`config.mk`:
```
export PLATFORM = sky130hd
export DESIGN_NAME = spr_out_reg
export DESIGN_NICKNAME = d
export VERILOG_FILES = /design/src/hdl/spr_pkg.sv /design/src/hdl/spr_out_reg.sv
export SDC_FILE = /design/constraint.sdc
export NUM_CORES = 1
export LEC_CHECK = 0
export ABC_AREA = 0
export BUFFER_PORTS_ARGS = -buffer_cell sky130_fd_sc_hd__buf_4
export CAP_MARGIN = 20
export CORE_MARGIN = 10
export CORE_UTILIZATION = 42
export DETAILED_ROUTE_END_ITERATION = 6
export PLACE_DENSITY = 0.79
export SLEW_MARGIN = 20
export SYNTH_ARGS = -nofsm -noshare
export SYNTH_HDL_FRONTEND = slang
export SYNTH_SLANG_ARGS = --single-unit
```
`constraint.sdc`:
```
create_clock -name clk_i -period 2.84 [get_ports clk_i]
set_clock_uncertainty 0.1 [all_clocks]
set_input_delay 0.852 -clock clk_i [delete_from_list [all_inputs] [get_ports clk_i]]
set_output_delay 0.852 -clock clk_i [all_outputs]
set_load 0.02 [all_outputs]
```
`src/hdl/spr_pkg.sv`:
```
package spr_pkg;

  localparam int NODE_W    = 4;
  localparam int COST_IN_W = 16;
  localparam int DIST_W    = 20;
  localparam int RES_CNT_W = 4;

  localparam logic [DIST_W-1:0]    DIST_INF = 20'hFFFFF;
  localparam logic [DIST_W-1:0]    DIST_SAT = 20'hFFFFE;
  localparam logic [RES_CNT_W-1:0] LAST_RES = 4'd15;

  typedef enum logic [1:0] {
    FUNC_WRITE  = 2'd0,
    FUNC_RECOMP = 2'd1,
    FUNC_QUERY  = 2'd2
  } func_e;

  typedef struct packed {
    logic [NODE_W-1:0] node;
    logic [DIST_W-1:0] cost;
    logic              reach;
    logic              last;
  } spr_res_t;

endpackage

```
`src/hdl/spr_out_reg.sv`:
```
module spr_out_reg import spr_pkg::*; (
  input  logic     clk_i,
  input  logic     rst_ni,
  input  logic     res_valid_i,
  input  spr_res_t res_i,
  output logic     res_free_o,
  output logic     out_valid_o,
  output spr_res_t out_res_o,
  input  logic     out_stall_i
);

  logic     valid_q;
  spr_res_t res_q;

  assign res_free_o  = !valid_q || !out_stall_i;
  assign out_valid_o = valid_q;
  assign out_res_o   = res_q;

  always_ff @(posedge clk_i or negedge rst_ni) begin
    if (!rst_ni) begin
      valid_q <= 1'b0;
    end else if (res_free_o) begin
      valid_q <= res_valid_i;
    end
  end

  always_ff @(posedge clk_i) begin
    if (res_free_o && res_valid_i) begin
      res_q <= res_i;
    end
  end

endmodule

```
**After elaboration in Yosys (flattened, before gate mapping)**

Cells that the tools add are included.

- Reduce and logical (&&, ||, !) cells: 4

Operators with widths:

| operator | count |
|---|---|
| zero test 1 bit | 2 |
| logical AND 1 bit | 1 |
| logical OR 1 bit | 1 |

- Word-level logic and storage cells: 9
- Output and inout port bits: 28
- Flip-flop bits (word level): 27

**Depth between registers and ports, before layout**

- Depth in word-level cells: 3
- Mapped depth: 1

**Worst setup path before layout**

Ideal clock, no wire load.

- Kind: input port to flip-flop
- Start point: in out_stall_i
- End point: reg res_q, in the netlist out_res_o[0] (enable)
- Library setup time: 0.392 ns
- Path buffers: 0
- Cell stages on the path: 1
- Arrival time: 1.642 ns
- Setup slack: 0.706 ns
- Path through: a21boi_2

- Word-level cells in the longest chain between the ends: 3

Ends and longest elaborated chain:

| element | RTL line | text |
|---|---|---|
| start, declared | spr_out_reg.sv:9 | `input logic out_stall_i` |
| zero test 1 bit | spr_out_reg.sv:15 | `assign res_free_o = !valid_q \|\| !out_stall_i;` |
| logical OR 1 bit | spr_out_reg.sv:15 |  |
| logical AND 1 bit | spr_out_reg.sv:28 | `if (res_free_o && res_valid_i) begin` |
| end signal, assigned | spr_out_reg.sv:29 | `res_q <= res_i;` |
| end, declared | spr_out_reg.sv:13 | `spr_res_t res_q;` |

No other way between the ends.
A chain may end at the register's enable or synchronous reset.

**Worst setup path in the final report**

- Start point: in out_stall_i
- End point: out res_free_o

- Word-level cells in the longest chain between the ends: 2

Ends and longest elaborated chain:

| element | RTL line | text |
|---|---|---|
| zero test 1 bit | spr_out_reg.sv:15 |  |
| logical OR 1 bit | spr_out_reg.sv:15 |  |
| end, declared | spr_out_reg.sv:6 | `output logic res_free_o,` |

No other way between the ends.

==> summary.md <==
| Metric | Value |
|---|---|
| Post-CTS Hold Buffers | 0 |
| Setup TNS | 0 ns |
| Least-Margin Pin Slew | 0.3180 ns |
| Synth Instances | 30 |
| Fin worst setup slack | 0.7287 ns |
| Crit end category | output pin |
| CP Launch Type | input pin |
| Synth Cell Area | 828.3 um^2 |
| Starting DRC count in detailed routing | 2 |
| Type of the worst min-delay path | input pin to async pin |
| Yosys top cell by area | edfxtp_1 |
| Vias in the first global route | 579 |
| H-tree levels | 1 |
| Status | finished clean |
| Clk_lat worst skew | 0.30 ns |
| DIE AREA | between 4000 and 5000 um^2 |
| Routed vias | 516 |
| Post-Place Worst Slack | 0.7223 ns |
| Final wirelength | 2037 um |
| Post-layout min period | 2.111 ns |
| Setup violations, final | 0 |
| Detailed Routing Iterations Pass 1 | 2 |
| Leakage | 0.5663 nW |
| Reg2reg end | out_res_o[8] |
| Seq/Total Area, Yosys | 97.28% |
| Clock Tree Buf Depth | 2 |
| Nets | approximately 120 |
| Site Rows | 16 |
| Wire length per cell | between 15 and 20 um |
| Fraction of layout instances using a drive strength above 1 | 68.48% |
| Post-DRT Antenna Nets | 0 |
| EDFF count, synth | 26 |
| Final Max Tran Viols | 0 |
| Top_reg_cell synth | edfxtp_1 |
| R2R Setup Slk | ~1.5 ns |
| Port bufs | 57 |
| Critical Path, Cell by Cell | buf_4 -> nand2_1 -> buf_4 |
| Syn_area_per_cell | 27.61 um^2 |
| Ys Warns | 0 |
| Critical Path Slowest Stage Cell | buf_4 |
| Vias per cell | 4.336 |
| Hold slack | 0.1906 ns |
| Setup Crit Path Kind | input pin to output pin |
| Die H | 64.41 um |
| Pin count of the biggest net entering global routing | 27 |
| Top cell type's share of synthesized area | 94.26% |
| Gr usage total | 9.243% |
| Placed cells | around 120 |
| Critical Path RT | 1.89 ns |
| I/O Pins | 58 |
| Total gr overflow | 0 |
| Root buf cell | clkbuf_4 |
| Synth area leaders | edfxtp_1 (94%), dfrtp_1 (3.0%), a21boi_2 (1.4%) |
| RR Startpoint | out_valid_o |
| Most numerous cell in the Yosys netlist | edfxtp_1 |
| Clk sinks | 27 |
| Hold Vio Cnt, Final | 0 |
| Most frequent cells after synthesis | edfxtp_1 (26), a21boi_2 (1), a21o_1 (1), dfrtp_1 (1), nand2_1 (1) |
| Syn Nets | 60 |
| Cell Area, Placed | 1297 um^2 |
| RSZ-0062 raised after global routing | no |
| CTS buffer count | 3 |
| Worst Reg2Reg Path Length in Cells | 2 |
| Worst vdd ir | 0.3022 mV |
| Synth-to-Final Area Change | 59.97% |
| Register clock-pin slew on the reported worst setup and hold paths | 0.13 ns |
| # diodes | 0 |
| Post-CTS Repair Setup Buffers | 0 |
| Synth unique cells | 5 |
| Max Clk Rate | 473.6 MHz |
| Starting Density | 43.10% |
| Max-cap violation count | 0 |
| CTS tree | done |
| DRC Markers | 0 |
| Global-route wire length before repair | 2925 um |
| Non-Filler Instances | between 100 and 150 |
| Gpl congestion | ~0.74 |
| Final period utilization | around 74% |
| Initial antenna violation count | 0 |
| Post-synth ARST share | 3.704% |
| Cell area after layout | 1325 um^2 |
| Number of buffers and inverters on the critical path | 2 |
| CP Max Fanout | 3 |
| CP delay by family, top | buffers and inverters |
| Synth Register Bits | 27 |
| Crit-path most repeated cell | buf_4 |
| Die width | 64.41 um |
| Core area | 1922 um^2 |
| CP arrival | about 1.2 ns |
| Pwr Total | 0.7291 mW |
| Rel. slew slack | 78.80% |
| CP peak stage delay | 0.14 ns |
| Post-layout util | 68.95% |
| PwrDens | 550.2 nW/um^2 |
| # resized after CTS | 0 |
==> placed cells by master, fill, tap and decap left out <==
cell	Yosys	final
edfxtp_1	26	26
a21o_1	1	1
clkinv_2	0	1
clkbuf_4	0	3
a21boi_2	1	1
nand2_1	1	1
dfrtp_1	1	1
buf_4	0	58
==> sequential cells by signal (all words and copies together) (netlist names) <==
name / flops
out_valid_o: 1
out_res_o: 26
==> layout make-up <==
class	count	area, um^2
flip-flops and latches	27	805.8
fillers	154	596.8
repair buffers	58	435.4
well taps	27	33.78
multi-input cells	3	22.52
clock buffers	3	22.52
clock inverters	1	5.005
==> worst reg2reg max path: stages, from the launching register on <==
cell,delay (ns)
dfrtp_1,0.44
a21boi_2,0.14
buf_4,0.31
==> logic make-up after synthesis <==
logic type / Yosys count / synth area share [%]
compound gates: 2 / 2.266
simple gates: 1 / 0.4527
flops: 27 / 97.28
==> where the power goes <==
part           switching, mW  internal (mW)
logic                 0.0516         0.0531
registers            0.00640          0.462
clock network          0.103         0.0525
==> per-layer routing <==
layer / GRT usage [%] / vias to the layer above / share of wire [%]
met5: 0 / - / 0
met1: 6.289 / 249 / 26
met2: 19.83 / 21 / 64
met4: 3.476 / 0 / 1.9
li1: - / 242 / -
met3: 4.296 / 4 / 8.2
==> how the worst max path moves through the flow <==
stage	startpoint	to	depth (start not counted)
2_1_floorplan	out_stall_i	out_res_o[0]	1
3_3_place_gp	out_stall_i	res_free_o	3
3_5_place_dp	out_stall_i	res_free_o	3
4_1_cts	out_stall_i	res_free_o	3
5_1_grt	out_stall_i	res_free_o	3
6_report	out_stall_i	res_free_o	3
Note: power is estimated with default switching activity, not from simulation.
