==> src/hdl/spr_pkg.sv <==
package spr_pkg;

  localparam int NODE_W    = 4;
  localparam int COST_IN_W = 16;
  localparam int DIST_W    = 20;
  localparam int RES_CNT_W = 4;

  localparam logic [DIST_W-1:0]    DIST_INF = 20'hFFFFF;
  localparam logic [DIST_W-1:0]    DIST_SAT = 20'hFFFFE;
  localparam logic [RES_CNT_W-1:0] LAST_RES = 4'd15;

  typedef enum logic [1:0] {
    FUNC_WRITE  = 2'd0,
    FUNC_RECOMP = 2'd1,
    FUNC_QUERY  = 2'd2
  } func_e;

  typedef struct packed {
    logic [NODE_W-1:0] node;
    logic [DIST_W-1:0] cost;
    logic              reach;
    logic              last;
  } spr_res_t;

endpackage

==> src/hdl/spr_ctrl.sv <==
module spr_ctrl import spr_pkg::*; #(
  parameter int NODES = 16,
  parameter int COST_BITS = 16,
  localparam int IW = $clog2(NODES),
  localparam int AW = 2 * IW,
  localparam int LW = (COST_BITS < COST_IN_W) ? COST_BITS : COST_IN_W,
  localparam int RW = DIST_W + IW
) (
  input  logic                 clk_i,
  input  logic                 rst_ni,
  input  logic                 in_valid_i,
  output logic                 in_stall_o,
  input  logic [1:0]           func_i,
  input  logic [NODE_W-1:0]    node_a_i,
  input  logic [NODE_W-1:0]    node_b_i,
  input  logic [COST_IN_W-1:0] link_cost_i,
  output logic                 link_we_o,
  output logic [AW-1:0]        link_waddr_o,
  output logic [LW-1:0]        link_wdata_o,
  output logic [AW-1:0]        link_raddr_o,
  input  logic [LW-1:0]        link_rdata_i,
  output logic                 route_we_o,
  output logic [AW-1:0]        route_waddr_o,
  output logic [RW-1:0]        route_wdata_o,
  output logic [AW-1:0]        route_raddr_o,
  input  logic [RW-1:0]        route_rdata_i,
  output logic                 res_valid_o,
  output spr_res_t             res_o,
  input  logic                 res_free_i
);

  localparam logic [IW-1:0]        IDX_LAST = IW'(NODES - 1);
  localparam logic [IW-1:0]        RND_LAST = IW'(NODES - 2);
  localparam logic [6:0]           NODES_7  = 7'(NODES);
  localparam logic [COST_IN_W-1:0] COST_MAX = COST_IN_W'((64'd1 << LW) - 64'd1);

  typedef enum logic [3:0] {
    ST_CLEAR,
    ST_IDLE,
    ST_LWR_AB,
    ST_LWR_BA,
    ST_INIT_RD,
    ST_INIT_WR,
    ST_RLX,
    ST_RLX_WB,
    ST_Q_RD,
    ST_Q_CHK,
    ST_Q_EMIT,
    ST_Q_HOP,
    ST_Q_ACC,
    ST_Q_UNR
  } state_e;

  state_e                 state_q, state_d;
  logic [AW-1:0]          clr_q, clr_d;
  logic [NODE_W-1:0]      a_q, a_d, b_q, b_d;
  logic [LW-1:0]          cost_q, cost_d;
  logic                   wr_ok_q, wr_ok_d;
  logic [IW-1:0]          i_q, i_d, j_q, j_d, k_q, k_d, rnd_q, rnd_d;
  logic [IW-1:0]          kd_q, kd_d;
  logic                   dv_q, dv_d;
  logic [DIST_W-1:0]      best_q, best_d;
  logic [IW-1:0]          hop_q, hop_d;
  logic [IW-1:0]          cur_q, cur_d, nh_q, nh_d;
  logic [DIST_W-1:0]      acc_q, acc_d;
  logic [RES_CNT_W-1:0]   n_q, n_d;

  logic [IW-1:0]          ai, bi, clr_i, clr_j, hop_rd;
  logic [DIST_W-1:0]      dist_rd;
  logic [DIST_W:0]        cand_sum, acc_sum;
  logic [DIST_W-1:0]      cand_s, best_n;
  logic [IW-1:0]          hop_n;
  logic                   cand_take, pair_last, fin;
  logic                   a_ok, b_ok;
  logic [COST_IN_W-1:0]   cost_sat;

  assign ai      = IW'(a_q);
  assign bi      = IW'(b_q);
  assign clr_i   = clr_q[AW-1:IW];
  assign clr_j   = clr_q[IW-1:0];
  assign dist_rd = route_rdata_i[RW-1 -: DIST_W];
  assign hop_rd  = route_rdata_i[IW-1:0];

  // relaxation: one neighbour k per cycle, min kept in best_q/hop_q
  assign cand_sum  = (DIST_W+1)'(link_rdata_i) + (DIST_W+1)'(dist_rd);
  assign cand_s    = (cand_sum > (DIST_W+1)'(DIST_SAT)) ? DIST_SAT : cand_sum[DIST_W-1:0];
  assign cand_take = dv_q && (kd_q != i_q) && (link_rdata_i != '0) &&
                     (dist_rd != DIST_INF) && (cand_s < best_q);
  assign best_n    = cand_take ? cand_s : best_q;
  assign hop_n     = cand_take ? kd_q : hop_q;

  assign acc_sum   = (DIST_W+1)'(acc_q) + (DIST_W+1)'(link_rdata_i);
  assign pair_last = (i_q == IDX_LAST) && (j_q == IDX_LAST);
  assign fin       = (cur_q == bi) || (n_q == LAST_RES);
  assign a_ok      = {3'b000, node_a_i} < NODES_7;
  assign b_ok      = {3'b000, node_b_i} < NODES_7;
  assign cost_sat  = (link_cost_i > COST_MAX) ? COST_MAX : link_cost_i;

  always_comb begin
    state_d = state_q;
    clr_d   = clr_q;
    a_d     = a_q;
    b_d     = b_q;
    cost_d  = cost_q;
    wr_ok_d = wr_ok_q;
    i_d     = i_q;
    j_d     = j_q;
    k_d     = k_q;
    rnd_d   = rnd_q;
    kd_d    = kd_q;
    dv_d    = 1'b0;
    best_d  = best_q;
    hop_d   = hop_q;
    cur_d   = cur_q;
    nh_d    = nh_q;
    acc_d   = acc_q;
    n_d     = n_q;

    in_stall_o    = 1'b1;
    link_we_o     = 1'b0;
    link_waddr_o  = '0;
    link_wdata_o  = '0;
    link_raddr_o  = '0;
    route_we_o    = 1'b0;
    route_waddr_o = '0;
    route_wdata_o = '0;
    route_raddr_o = '0;
    res_valid_o   = 1'b0;
    res_o         = '0;

    case (state_q)
      ST_CLEAR: begin
        link_we_o     = 1'b1;
        link_waddr_o  = clr_q;
        route_we_o    = 1'b1;
        route_waddr_o = clr_q;
        route_wdata_o = (clr_i == clr_j) ? {DIST_W'(0), clr_i} : {DIST_INF, IW'(0)};
        clr_d         = clr_q + 1'b1;
        if (clr_q == '1) begin
          state_d = ST_IDLE;
        end
      end

      ST_IDLE: begin
        in_stall_o = 1'b0;
        if (in_valid_i) begin
          a_d    = node_a_i;
          b_d    = node_b_i;
          cost_d = LW'(cost_sat);
          case (func_e'(func_i))
            FUNC_WRITE: begin
              wr_ok_d = a_ok && b_ok && (node_a_i != node_b_i);
              state_d = ST_LWR_AB;
            end
            FUNC_RECOMP: begin
              i_d     = '0;
              j_d     = '0;
              state_d = ST_INIT_RD;
            end
            FUNC_QUERY: begin
              state_d = (a_ok && b_ok) ? ST_Q_RD : ST_Q_UNR;
            end
            default: begin
              state_d = ST_IDLE;
            end
          endcase
        end
      end

      ST_LWR_AB: begin
        link_we_o    = wr_ok_q;
        link_waddr_o = {ai, bi};
        link_wdata_o = cost_q;
        state_d      = ST_LWR_BA;
      end

      ST_LWR_BA: begin
        link_we_o    = wr_ok_q;
        link_waddr_o = {bi, ai};
        link_wdata_o = cost_q;
        state_d      = ST_IDLE;
      end

      ST_INIT_RD: begin
        link_raddr_o = {i_q, j_q};
        state_d      = ST_INIT_WR;
      end

      ST_INIT_WR: begin
        route_we_o    = 1'b1;
        route_waddr_o = {i_q, j_q};
        if (i_q == j_q) begin
          route_wdata_o = {DIST_W'(0), i_q};
        end else if (link_rdata_i != '0) begin
          route_wdata_o = {DIST_W'(link_rdata_i), j_q};
        end else begin
          route_wdata_o = {DIST_INF, IW'(0)};
        end
        state_d = ST_INIT_RD;
        if (j_q == IDX_LAST) begin
          j_d = '0;
          i_d = i_q + 1'b1;
        end else begin
          j_d = j_q + 1'b1;
        end
        if (pair_last) begin
          i_d     = '0;
          k_d     = '0;
          rnd_d   = '0;
          best_d  = DIST_INF;
          hop_d   = '0;
          state_d = ST_RLX;
        end
      end

      ST_RLX: begin
        link_raddr_o  = {i_q, k_q};
        route_raddr_o = {k_q, j_q};
        kd_d          = k_q;
        dv_d          = 1'b1;
        best_d        = best_n;
        hop_d         = hop_n;
        if (k_q == IDX_LAST) begin
          k_d     = '0;
          state_d = ST_RLX_WB;
        end else begin
          k_d = k_q + 1'b1;
        end
      end

      ST_RLX_WB: begin
        // diagonal stays at zero distance, itself as next hop
        route_we_o    = (i_q != j_q);
        route_waddr_o = {i_q, j_q};
        route_wdata_o = {best_n, hop_n};
        best_d        = DIST_INF;
        hop_d         = '0;
        state_d       = ST_RLX;
        if (j_q == IDX_LAST) begin
          j_d = '0;
          i_d = i_q + 1'b1;
        end else begin
          j_d = j_q + 1'b1;
        end
        if (pair_last) begin
          i_d = '0;
          if (rnd_q == RND_LAST) begin
            state_d = ST_IDLE;
          end else begin
            rnd_d = rnd_q + 1'b1;
          end
        end
      end

      ST_Q_RD: begin
        route_raddr_o = {ai, bi};
        cur_d         = ai;
        acc_d         = '0;
        n_d           = '0;
        state_d       = ST_Q_CHK;
      end

      ST_Q_CHK: begin
        state_d = (dist_rd == DIST_INF) ? ST_Q_UNR : ST_Q_EMIT;
      end

      ST_Q_EMIT: begin
        res_valid_o   = 1'b1;
        res_o.node    = NODE_W'(cur_q);
        res_o.cost    = acc_q;
        res_o.reach   = 1'b1;
        res_o.last    = fin;
        route_raddr_o = {cur_q, bi};
        if (res_free_i) begin
          state_d = fin ? ST_IDLE : ST_Q_HOP;
        end
      end

      ST_Q_HOP: begin
        link_raddr_o = {cur_q, hop_rd};
        nh_d         = hop_rd;
        state_d      = ST_Q_ACC;
      end

      ST_Q_ACC: begin
        acc_d   = (acc_sum > (DIST_W+1)'(DIST_INF)) ? DIST_INF : acc_sum[DIST_W-1:0];
        cur_d   = nh_q;
        n_d     = n_q + 1'b1;
        state_d = ST_Q_EMIT;
      end

      ST_Q_UNR: begin
        res_valid_o = 1'b1;
        res_o.node  = b_q;
        res_o.cost  = '0;
        res_o.reach = 1'b0;
        res_o.last  = 1'b1;
        if (res_free_i) begin
          state_d = ST_IDLE;
        end
      end

      default: begin
        state_d = ST_IDLE;
      end
    endcase
  end

  always_ff @(posedge clk_i or negedge rst_ni) begin
    if (!rst_ni) begin
      state_q <= ST_CLEAR;
      clr_q   <= '0;
      dv_q    <= 1'b0;
      wr_ok_q <= 1'b0;
      i_q     <= '0;
      j_q     <= '0;
      k_q     <= '0;
      rnd_q   <= '0;
      n_q     <= '0;
    end else begin
      state_q <= state_d;
      clr_q   <= clr_d;
      dv_q    <= dv_d;
      wr_ok_q <= wr_ok_d;
      i_q     <= i_d;
      j_q     <= j_d;
      k_q     <= k_d;
      rnd_q   <= rnd_d;
      n_q     <= n_d;
    end
  end

  always_ff @(posedge clk_i) begin
    a_q    <= a_d;
    b_q    <= b_d;
    cost_q <= cost_d;
    kd_q   <= kd_d;
    best_q <= best_d;
    hop_q  <= hop_d;
    cur_q  <= cur_d;
    nh_q   <= nh_d;
    acc_q  <= acc_d;
  end

endmodule

==> config.mk <==
export PLATFORM = sky130hd
export DESIGN_NAME = spr_ctrl
export DESIGN_NICKNAME = d
export VERILOG_FILES = /design/src/hdl/spr_pkg.sv /design/src/hdl/spr_ctrl.sv
export SDC_FILE = /design/constraint.sdc
export NUM_CORES = 1
export LEC_CHECK = 0
export BUFFER_PORTS_ARGS = -buffer_cell sky130_fd_sc_hd__buf_2
export CORE_AREA = 4 4 137 139
export DETAILED_ROUTE_END_ITERATION = 7
export DIE_AREA = 0 0 141 143
export PLACE_DENSITY = 0.82
export RECOVER_POWER = 100
export SYNTH_ARGS = -nofsm -noshare
export SYNTH_HDL_FRONTEND = slang
export SYNTH_SLANG_ARGS = --single-unit
==> constraint.sdc <==
create_clock -name clk_i -period 5.5 [get_ports clk_i]
set_clock_uncertainty 0.2 [all_clocks]
set_input_delay 0.275 -clock clk_i [delete_from_list [all_inputs] [get_ports clk_i]]
set_output_delay 0.275 -clock clk_i [all_outputs]
set_load 0.005 [all_outputs]
* Word-level counts from Yosys, hierarchy flattened
Index checks and enable logic that the tools add are counted.
Storage, ports and cells: flip-flop bits (word level) 114, word-level logic and storage cells 145, output and inout port bits 102, bits of input ports 70
Cells by class: muxes and demuxes 50, add/sub/neg operators 8, $lt $le $gt $ge 4, reduce and logical (&&, ||, !) cells 26, equality and inequality tests 39
Operators by type and width (number):
- $mux 20 | 4
- $mux 24 | 3
- $pmux 24 s3 | 1
- $pmux 8 s3 | 3
- $mux 4 | 16
- $pmux 20 s3 | 1
- $pmux 26 s2 | 1
- $pmux 4 s13 | 1
- $pmux 4 s2 | 6
- $eq 4x4->1 const B | 11
- $gt 21x20->1 const B | 2
- $pmux 20 s2 | 1
- $pmux 4 s3 | 2
- $add 16x20->21 | 1
- $add 20x16->21 | 1
- $add 4x1->4 const B | 5
- $eq 20x20->1 const B | 1
- $lt 20x20->1 | 1
- $ne 20x20->1 const B | 1
- $ne 2x2->1 const B | 9
- $eq 4x3->1 const B | 4
- $gt 16x16->1 const B | 1
- $mux 16 | 1
- $pmux 8 s2 | 1
- other kinds (25) | 49

* Logic depth before layout (Yosys ltp)
word-level depth 7, gate-level depth with buffers 25, depth with buffers taken out 22

* Least setup slack after synthesis
Ideal clock, no wire load.
path type input port to output port, start point input port link_rdata_i[0], end point output port route_wdata_o[22], cell stages on the path 25, required time 5.025 ns, buffers on the path 3, slack -0.156 ns, arrival time 5.181 ns, cells stage by stage ha_1 -> inv_1 -> fa_1 -> nand4b_1 -> nor3_2 -> and3_1 -> or4bb_1 -> nor4_1 -> nand4_1 -> or4_1 -> buf_2 -> buf_2 -> nand3_1 -> ha_1 -> a21o_1 -> a21o_1 -> a21oi_1 -> o21ai_0 -> nand3_1 -> nand2_1 -> a211oi_1 -> o21ai_2 -> buf_6 -> mux2i_1 -> o21bai_1
Between the ends: longest elaborated chain between the ends 7, elaborated cells between the ends (all ways) 12, classes of those cells 1 x add/sub; 2 x order compare; 5 x mux; 4 x reduce/logical
Ends and longest elaborated chain:
- from (decl) | line spr_ctrl.sv:21 | input logic [LW-1:0] link_rdata_i,
- $add 16x20->21 | line spr_ctrl.sv:85 | assign cand_sum = (DIST_W+1)'(link_rdata_i) + (DIST_W+1)'(dist_rd);
- $gt 21x20->1 | line spr_ctrl.sv:86 | assign cand_s = (cand_sum > (DIST_W+1)'(DIST_SAT)) ? DIST_SAT : cand_sum[DIST_W-1:0];
- $mux 20 | line spr_ctrl.sv:86
- $lt 20x20->1 | line spr_ctrl.sv:88 | (dist_rd != DIST_INF) && (cand_s < best_q);
- $logic_and 1x1->1 | line spr_ctrl.sv:88
- $mux 20 | line spr_ctrl.sv:89 | assign best_n = cand_take ? cand_s : best_q;
- $pmux 24 s3 (*) | line spr_ctrl.sv:131 | case (state_q)
- to (decl) | line spr_ctrl.sv:24 | output logic [RW-1:0] route_wdata_o,
Every way passes the cells marked *; elsewhere a longest branch is shown, timed or not.

* Worst setup path after layout
start point input port link_rdata_i[0], end point output port route_wdata_o[8]
The elaborated chain is that of the path after synthesis.

==> results.ini <==
[hold_path]
hold_path.class=in2reg
worstHoldStart=func_i[0]

[route]
num_vias=9179
postRouteWirelength_um=29400
dr.pass1.iters=8
drc_errors=0
first_iter_violations=1051
wl_per_cell_um=19.7
vias_per_cell=6.14
postRouteAntennaNets=0

[floorplan]
die_h_um=143
initial_core_util_pct=50.2
core_area_um2=17700
io_pins=172
rows=49
fp.dieArea_um2=20200
die_x_um=141

[sta]
slew_violations=72
fmax_mhz=175
min_period_over_period_pct=104
period_minus_slack_ps=5710
rsz0062_at_grt=yes
slew_headroom_pct=-31.1
fin_setup_tns_ps=-3020
hold_violations=0
setup_viol=24
tightest_slew_ps=1970
setup_ws_ps=-210

[clocking]
htreeDepth=4
cts_tree=yes
numCtsBuffers=17
clkTransAtPathRegs_ps=50
clock-sinks=114
cts_root_buf=clkbuf_16
clock_path_buffers=2
insertion_delay_ps=420

[cells_and_area]
num_antenna_cells=0
area_growth_pct=30.0
finalNonFillerCells=1494
drive_gt1_share_pct=20.9
layout.nets=1382
layout_common_cells=nand2_1, buf_2, edfxtp_1
fillers=1423
layout.cells.most_common=nand2_1
post-route-util_pct=65.3

[global_routing]
grt_max_degree=37
grt_usage_pct=28.0
grt_pass1_vias=8838
grt.overflow.total=0
antenna_found_initial=0
grt_pass1_wl_um=45200

[power]
leakage_nw=5.28
ir_drop_v=0.000282
fin_total_pwr_w=0.00390
p_per_area_nw_per_um2=339

[logic_synthesis]
syn_area_per_cell_um2=8.84
ys_warn_count=0
synth_area_um2=8870
synth-edff-count=80
synthArstFlopShare_pct=29.8
ys_seq_area_share_pct=36.7
synth_nets=1133
ys.flop_type=edfxtp_1
synth_seq_cells=114
synth_cells=1003
ys_types=74

[run_status]
violations=capacitance limit, slew limit, setup timing
status=complete, but fails checks

[worst_setup_path]
critPathMaxFanout=7
crit_type=in2out
slowest_delay_ps=480
start_kind=input port
reg2reg_from=acc_q[0]
crit_path_start=link_rdata_i[0]
slowest_stage=or4_4
cp_top_family=simple AND/OR/NAND/NOR gates
arrival_ps=5240
cp.required_ps=5030
endpoint_kind=output port
crit_buf_inv=6

[job]
drv_cap=2

[place]
gp_congestion=0.945
place_hpwl_um=20700
portBuffers=171
dp.cells=1420

==> worst reg2reg max path, cell delays in order (launching register included) <==
cell and delay (ps):
edfxtp_1 400, ha_1 230, fa_1 410, a21o_1 180
a21oi_1 320, o21bai_1 170, a21o_1 200, a41oi_1 340
o21bai_1 130, a21oi_1 350, nor2_1 100, nand3_1 500
a21oi_1 170
==> cells by family after synthesis <==
kind of cell / count (synthesis) / synth area share (%)
and+or+nand+nor: 391 / 22.1
buffers and inverters: 98 / 4.43
AOI/OAI and AO/OA: 246 / 18.3
adders and majority gates: 60 / 8.64
xor gates and xnor gates: 55 / 5.43
muxes: 39 / 4.43
DFF: 114 / 36.7
==> what timing repair did <==
action                                  in CTS  in global routing
gates resized for setup                     29                 30
endpoints found under the setup margin      24                 24
endpoints found under the hold margin       63                  0
buffers inserted                             6                  4
cloned                                       1                  1
pin swaps                                    6                  4
hold buffers                                30                  0
==> synth_stat cells, types with 3 or more instances <==
cell	n	share of area, %
nand2_1	133	5.6
edfxtp_1	80	27
a21oi_1	64	3.6
ha_1	58	8.2
and3_1	51	3.6
nand3_1	49	2.8
nor2_1	48	2.0
clkbuf_1	44	1.9
inv_1	42	1.8
o21ai_0	41	2.3
mux2i_1	37	4.2
dfrtp_1	34	9.6
xor2_1	33	3.3
xnor2_1	22	2.2
nand4_1	19	1.3
nor4_1	18	1.3
a21o_1	17	1.4
o21ai_1	16	0.90
a22o_1	14	1.4
a22oi_1	11	0.93
nand2b_1	11	0.78
nor3_1	11	0.62
o21a_1	11	0.93
a31oi_1	9	0.63
or2_2	9	0.63
buf_2	8	0.45
nor2b_1	8	0.56
o21bai_1	8	0.68
and2_1	7	0.49
or3_1	7	0.49
a211oi_1	6	0.51
a311o_1	5	0.56
o211ai_1	5	0.42
nand3b_1	4	0.34
o221ai_1	4	0.40
nor3b_1	3	0.25
nor4b_1	3	0.30
o22ai_1	3	0.21
o31ai_1	3	0.25
==> metal layers <==
metal / GRT usage (%) / routed length, um / vias to the layer above
li1: - / - / 4218
met1: 34.7 / 11400 / 4382
met2: 47.1 / 14300 / 473
met3: 6.93 / 2540 / 106
met4: 11.1 / 1060 / 0
met5: 0 / 0 / -
==> final timing paths <==
check / endpoint / slack [ps] / cells past startpoint
worst max register to register: acc_q[11] / 1500 / 12
worst min register to register: cur_q[2] / 320 / 2
min in group asynchronous: wr_ok_q / 770 / 2
worst max-delay path: route_wdata_o[8] / -210 / 27
max in group asynchronous: j_q[3] / 3190 / 2
worst min-delay path: wr_ok_q / 90 / 3
==> where the power goes <==
part	switching, W	leakage, nW	internal (W)	total [W]
registers	0.000217	1.17	0.00107	0.00129
logic	0.000926	3.85	0.000660	0.00159
clock network	0.000401	0.264	0.000627	0.00103
total	0.00154	5.28	0.00236	0.00390
==> sequential cells by signal, summed over array words and instances (netlist names), 8 cells and up <==
| name | cells |
|---|---|
| acc_q | 20 |
| best_q | 20 |
| clr_q | 8 |
| cost_q | 16 |
==> final cells by class <==
cell class              count  area (um^2)  area share [%]
multi-input cells         791         5510            47.8
flip-flops and latches    114         3250            28.2
repair buffers            285         1770            15.4
clock buffers              21          450            3.91
well taps                 229          287            2.49
inverters                  43          161            1.40
clock inverters            11         91.3           0.793
==> through the flow <==
stage / worst slack (ps) / instance area [um^2] / hold slack (ps)
finish: -210 / 11500 / 91.1
CTS: -17.4 / 11400 / 60.5
floorplan: 139 / 8870 / -221
global placement: -157 / 10300 / 223
global route: -396 / 11500 / 157
detailed placement: -246 / 10300 / 214
(Power assumes the default switching activity.)
